### src/hw/rtl/salc_pkg.sv
// Shared constants and command type for the set-associative LRU cache lookup.
`timescale 1ns / 1ps

package salc_pkg;

	localparam int MAX_WAYS  = 8;
	localparam int MAX_SETS  = 1024;
	localparam int ADDR_BITS = 32;

	localparam int WAY_W   = $clog2(MAX_WAYS);
	localparam int WAYS_W  = WAY_W + 1;
	localparam int SET_W   = $clog2(MAX_SETS);
	localparam int TAG_W   = ADDR_BITS;
	localparam int RANK_W  = WAY_W;
	localparam int SHIFT_W = 6;

	localparam int OFFB_W = 5;
	localparam int IDXB_W = 4;
	localparam int WIU_W  = 4;
	localparam int CFG_IDX_W  = 2;
	localparam int CFG_DATA_W = 5;

	localparam logic [CFG_IDX_W-1:0] CFG_OFFSET_BITS = 2'd0;
	localparam logic [CFG_IDX_W-1:0] CFG_INDEX_BITS  = 2'd1;
	localparam logic [CFG_IDX_W-1:0] CFG_WAYS_IN_USE = 2'd2;

	localparam logic [OFFB_W-1:0] OFFB_RESET = 5'd2;
	localparam logic [IDXB_W-1:0] IDXB_RESET = 4'd10;
	localparam logic [WIU_W-1:0]  WIU_RESET  = 4'd8;

	// Commands from the controller to the datapath.
	typedef struct packed {
		logic             load;     // capture address split into set and tag
		logic             read;     // read the set's rows
		logic             lookup;   // compare, pick way, build new rows
		logic             write;    // write rows back, load result register
		logic             clr_en;   // clear one row of valid bits
		logic [SET_W-1:0] clr_set;
	} cmd_t;

endpackage

### src/hw/rtl/salc_ctrl.sv
// Controller state machine: clearing pass, item sequencing and result handshake.
`timescale 1ns / 1ps

module salc_ctrl (
	input  logic             clk,
	input  logic             arst_n,
	input  logic             in_valid,
	output logic             in_ready,
	output logic             out_valid,
	input  logic             out_ready,
	output salc_pkg::cmd_t   cmd
);

	typedef enum logic [2:0] {
		ST_CLEAR,
		ST_IDLE,
		ST_READ,
		ST_LOOKUP,
		ST_WRITE
	} state_t;

	state_t                         state_q;
	logic                           out_valid_q;
	logic [salc_pkg::SET_W-1:0]     clr_cnt_q;
	logic                           slot_free;

	assign slot_free = !out_valid_q || out_ready;
	assign in_ready  = (state_q == ST_IDLE);
	assign out_valid = out_valid_q;

	always_comb begin
		cmd         = '0;
		cmd.clr_set = clr_cnt_q;
		unique case (state_q)
			ST_CLEAR:  cmd.clr_en = 1'b1;
			ST_IDLE:   cmd.load   = in_valid;
			ST_READ:   cmd.read   = 1'b1;
			ST_LOOKUP: cmd.lookup = 1'b1;
			ST_WRITE:  cmd.write  = slot_free;
			default:   cmd        = '0;
		endcase
	end

	always_ff @(posedge clk or negedge arst_n) begin
		if (!arst_n) begin
			state_q     <= ST_CLEAR;
			out_valid_q <= 1'b0;
			clr_cnt_q   <= '0;
		end else begin
			// A write-back loads a new result; otherwise drop the one just taken.
			if (cmd.write) begin
				out_valid_q <= 1'b1;
			end else if (out_valid_q && out_ready) begin
				out_valid_q <= 1'b0;
			end
			unique case (state_q)
				ST_CLEAR: begin
					clr_cnt_q <= clr_cnt_q + 1'b1;
					if (clr_cnt_q == salc_pkg::SET_W'(salc_pkg::MAX_SETS - 1)) begin
						state_q <= ST_IDLE;
					end
				end
				ST_IDLE: begin
					if (in_valid) begin
						state_q <= ST_READ;
					end
				end
				ST_READ:   state_q <= ST_LOOKUP;
				ST_LOOKUP: state_q <= ST_WRITE;
				ST_WRITE: begin
					if (slot_free) begin
						state_q <= ST_IDLE;
					end
				end
				default: state_q <= ST_CLEAR;
			endcase
		end
	end

	a_read_follows_accept: assert property (@(posedge clk) disable iff (!arst_n)
		(in_valid && in_ready) |=> cmd.read)
		else $error("row read did not follow an accepted item");

	a_no_result_overwrite: assert property (@(posedge clk) disable iff (!arst_n)
		cmd.write |-> (!out_valid_q || out_ready))
		else $error("result register loaded while previous result pending");

	a_result_after_write: assert property (@(posedge clk) disable iff (!arst_n)
		cmd.write |=> out_valid_q)
		else $error("write-back did not present a result");

endmodule

### config.mk
export PLATFORM = sky130hd
export DESIGN_NAME = salc_ctrl
export DESIGN_NICKNAME = d
export VERILOG_FILES = /design/src/hw/rtl/salc_pkg.sv /design/src/hw/rtl/salc_ctrl.sv
export SDC_FILE = /design/constraint.sdc
export NUM_CORES = 1
export LEC_CHECK = 0
export ABC_AREA = 1
export BUFFER_PORTS_ARGS = -buffer_cell sky130_fd_sc_hd__buf_2
export CAP_MARGIN = 20
export CORE_UTILIZATION = 45
export CTS_BUF_LIST = sky130_fd_sc_hd__clkbuf_4
export CTS_CLUSTER_DIAMETER = 80
export DETAILED_ROUTE_END_ITERATION = 16
export PLACE_DENSITY = 0.69
export SYNTH_ARGS = -nofsm -noshare
export SYNTH_HDL_FRONTEND = slang
export SYNTH_SLANG_ARGS = --single-unit
### constraint.sdc
create_clock -name clk -period 1.4 [get_ports clk]
set_input_delay 0.07 -clock clk [delete_from_list [all_inputs] [get_ports clk]]
set_output_delay 0.07 -clock clk [all_outputs]
set_load 0.005 [all_outputs]
Yosys cells after proc, flatten, opt, wreduce, memory -nomap -nowiden --
Cells that the tools add are included.
Operators by class: equality and inequality tests 8, reductions and logical operators 7, multiplexer cells 12, add/sub/neg operators 1
Operators with widths (number):
- $pmux 3 s5 | 1
- $add 10x1->10 const B | 1
- $eq 10x10->1 const B | 1
- $mux 10 | 1
- $mux 3 | 3
- $mux 1 | 7
- $eq 3x2->1 const B | 2
- $ne 2x2->1 const B | 3
- $reduce_or 5->1 | 1
- $eq 3x1->1 const B | 1
- $eq 3x3->1 const B | 1
- $logic_not 3->1 | 1
- $reduce_and 3->1 | 1
- $reduce_bool 2->1 | 1
- $logic_and 1x1->1 | 1
- $logic_not 1->1 | 1
- $logic_or 1x1->1 | 1
Storage, ports and cells: bits of input ports 4, register bits after elaboration 14, word-level logic and storage cells 31, output and inout bits 17

Logic depth before layout (Yosys ltp) --
depth in word-level cells 4, gate-level depth with buffers 8, gate-level depth less buffers 7

Least setup slack after synthesis --
Ideal clock, no wire load.
kind register to register, start register clr_cnt_q[1] (netlist bit), end register clr_cnt_q[8] (netlist bit), path slack 0.284 ns, arrival time 0.994 ns, stages on the path, launching flop included 6, buffers on the path 0, period minus slack after synthesis 1.116 ns, library setup time 0.122 ns, cells stage by stage dfrtp_1 -> ha_1 -> nand3_2 -> nor2_4 -> nand2_1 -> xor2_1
Between the ends: cells in the longest elaborated chain, start to end 1
Ends and longest elaborated chain:
- from (decl) | line salc_ctrl.sv:24 | logic [salc_pkg::SET_W-1:0] clr_cnt_q;
- from (signal assigned) | line salc_ctrl.sv:58 | clr_cnt_q <= clr_cnt_q + 1'b1;
- $add 10x1->10 | line salc_ctrl.sv:58
Every way passes these cells. A chain may end at the register's enable or synchronous reset.

==> impl_metrics.py <==
metrics = {
    "worst_setup_path": {
        "crit_end": "cmd[13]",
        "regToRegEndpoint": "state_q[0]",
        "rrSetupSlack_ns": 0.13,
        "crit_type": "flip-flop to output port",
        "startpoint_type": "flip-flop",
        "r2r_start": "state_q[1]",
        "crit_required_ns": 1.33,
        "rr_worst_depth": 8,
        "critPathArrivalTime_ns": 1.28,
        "critPathMaxFanout": 5,
        "end_kind": "output port",
        "crit_start": "state_q[0]",
    },
    "detailed_routing": {
        "wl_per_cell_um": 9.775,
        "drc_errors": 0,
        "drtPass1Iterations": 4,
        "wl_um": 1652,
        "drt_iter0_markers": 31,
        "vias": 755,
        "antenna_left": 0,
        "viasPerCell": 4.467,
    },
    "global_routing": {
        "grt.total_usage": 0.1819,
        "grt_pass1_vias": 595,
        "grt_first_pass_wirelength_um": 2573,
        "antenna_found_initial": 0,
        "grt_max_degree": 15,
        "grt_overflow_total": 0,
    },
    "clock_tree": {
        "clkSinkCount": 14,
        "clkLatencyLatePin_ns": 0.27,
        "cts_tree": "done",
        "clk_path_buf_depth": 2,
        "cts.root.buffer_cell": "clkbuf_4",
        "htree_levels": 1,
        "path_clk_slew_ns": 0.08,
        "numCtsBuffers": 3,
    },
    "pwr": {
        "total_leakage_power_nw": 0.5888,
        "vdd_drop_max_uv": 805.9,
        "powerDensity_mw_per_mm2": 1808,
    },
    "synthesis": {
        "yosysSeqAreaShare": 0.4112,
        "syn_nets": 121,
        "synth-seq-cells": 14,
        "synthTopCellsByArea": "dfrtp_1 (41%), nand2_1 (13%), nor2_1 (11%)",
        "syn-mean-instance-area_um2": 7.345,
        "yosys.area.top_type": "dfrtp_1",
        "syn_inst": 116,
        "synthesis.area_um2": 852.1,
        "synth_cell_types": 20,
        "synth_top_area_share": 0.4112,
        "ys_warn_count": 0,
    },
    "sta": {
        "rsz0062_at_grt": "yes",
        "slew_headroom": 0.7897,
        "hold_viol_final": 0,
        "fin_ws_ns": 0.05039,
        "fin_crit_sh": 0.9640,
        "hold-worst-slack_ns": 0.09767,
        "fmax_mhz": 741.0,
        "fin_skew_ns": 0.001188,
        "setup_tns_ns": 0,
        "min_period_ns": 1.350,
        "slew_viol_final": 0,
        "worstMarginPinSlew_ns": 0.3154,
        "setup_viol": 0,
    },
    "place": {
        "portBuffers": 20,
        "hpwlAfterDp_um": 1299,
        "gp_congestion": 0.8920,
        "place_ws_ns": 0.1812,
    },
    "layout": {
        "final_cell_mix": "nand2_1 (28), nor2_1 (22), inv_1 (20), buf_2 (20), dfrtp_1 (11)",
        "drive_gt1_frac": 0.2917,
        "fillCellCount": 174,
        "layout_commonest_cell": "nand2_1",
        "diodes": 0,
        "nNetsFinal": 151,
        "area_growth_pct": 24.96,
    },
    "die": {
        "die-area_mm2": 0.002072,
        "core_area_mm2": 0.001745,
        "die_y_um": 45.52,
        "die_w_um": 45.52,
        "std_cell_rows": 15,
        "ios": 21,
        "start_util": 0.4882,
    },
    "worst_hold_path": {
        "hold_class": "input pin to flip-flop",
    },
    "outcome": {
        "status": "finished clean",
    },
    "job": {
        "drv_cap": 0,
    },
}
-- stage by stage --
stage	cell area, µm²	util	total power, mW	cells
after detailed placement	987.2	0.5656	1.602	162
after global placement	987.2	0.5656	1.585	162
after floorplan	852.1	-	1.301	116
after CTS	1047	0.6000	1.887	169
after global routing	1065	0.6100	2.100	169
final	1065	0.6100	1.925	169
-- synthesized netlist by cell type --
master,count
inv_2,1
dfrtp_1,14
o21ai_0,3
nand3_1,6
xor2_1,5
nand2_4,1
nor3b_1,1
nand2_1,29
a21oi_1,1
nor2_2,1
nor3_4,1
nor2_4,2
nand4_1,1
inv_1,21
nand3_2,1
nand3_4,1
nor2_1,24
buf_6,1
ha_1,1
nor3_1,1
-- report_power, final --
group	switching (mW)	total, mW	internal [mW]
combinational	0.562	0.996	0.435
clock	0.125	0.224	0.0996
sequential	0.164	0.704	0.540
total	0.851	1.92	1.07
-- worst max-delay path, cell delays in order (launching register included) --
cell and delay, ns:
dfrtp_2 0.43, buf_4 0.15, nor3b_1 0.25, buf_2 0.17
-- layer usage --
| metal | wire [µm] | track usage |
|---|---|---|
| met5 | 0 | 0 |
| met4 | 12 | 0.09091 |
| met3 | 74 | 0.04762 |
| met2 | 688 | 0.2514 |
| met1 | 877 | 0.2587 |
-- cell families after synthesis --
family          count (synthesis)  share of synthesized area
simple gates                   69                     0.3891
buf+inv                        23                     0.1101
flops                          14                     0.4112
xor+xnor                        5                    0.05139
compound gates                  4                    0.02348
fa+ha+maj                       1                    0.01468
-- worst min path at each step --
stage / startpoint / to / slack (ns) / depth (start not counted)
after CTS: in_valid / state_q[0] / 0.1 / 4
final: in_valid / state_q[0] / 0.1 / 4
after detailed placement: arst_n / clr_cnt_q[8] / -0.02 / 1
after floorplan: arst_n / clr_cnt_q[0] / -0.23 / 0
after global placement: arst_n / clr_cnt_q[2] / -0.01 / 1
after global routing: in_valid / state_q[0] / 0.12 / 4
-- cell type report --
class                           instances  area [µm²]  area share
Clock buffer                            3       22.52     0.02115
Inverter                               22       82.58     0.07756
Multi-Input combinational cell         79       420.4      0.3948
Sequential cell                        14       354.1      0.3326
Tap cell                               25       31.28     0.02938
Timing Repair Buffer                   26       153.9      0.1445
-- flip-flops by register name (all words and copies together) (netlist names) --
name / flops
clr_cnt_q: 10
state_q: 3
out_valid: 1
-- timing repair --
item,in CTS,in global routing
resized for setup,2,7
setup buffers,2,1
endpoints found under the setup margin,10,11
hold buffers,2,0
endpoints found under the hold margin,15,0
pin swaps,1,3
(Power assumes the default switching activity.)
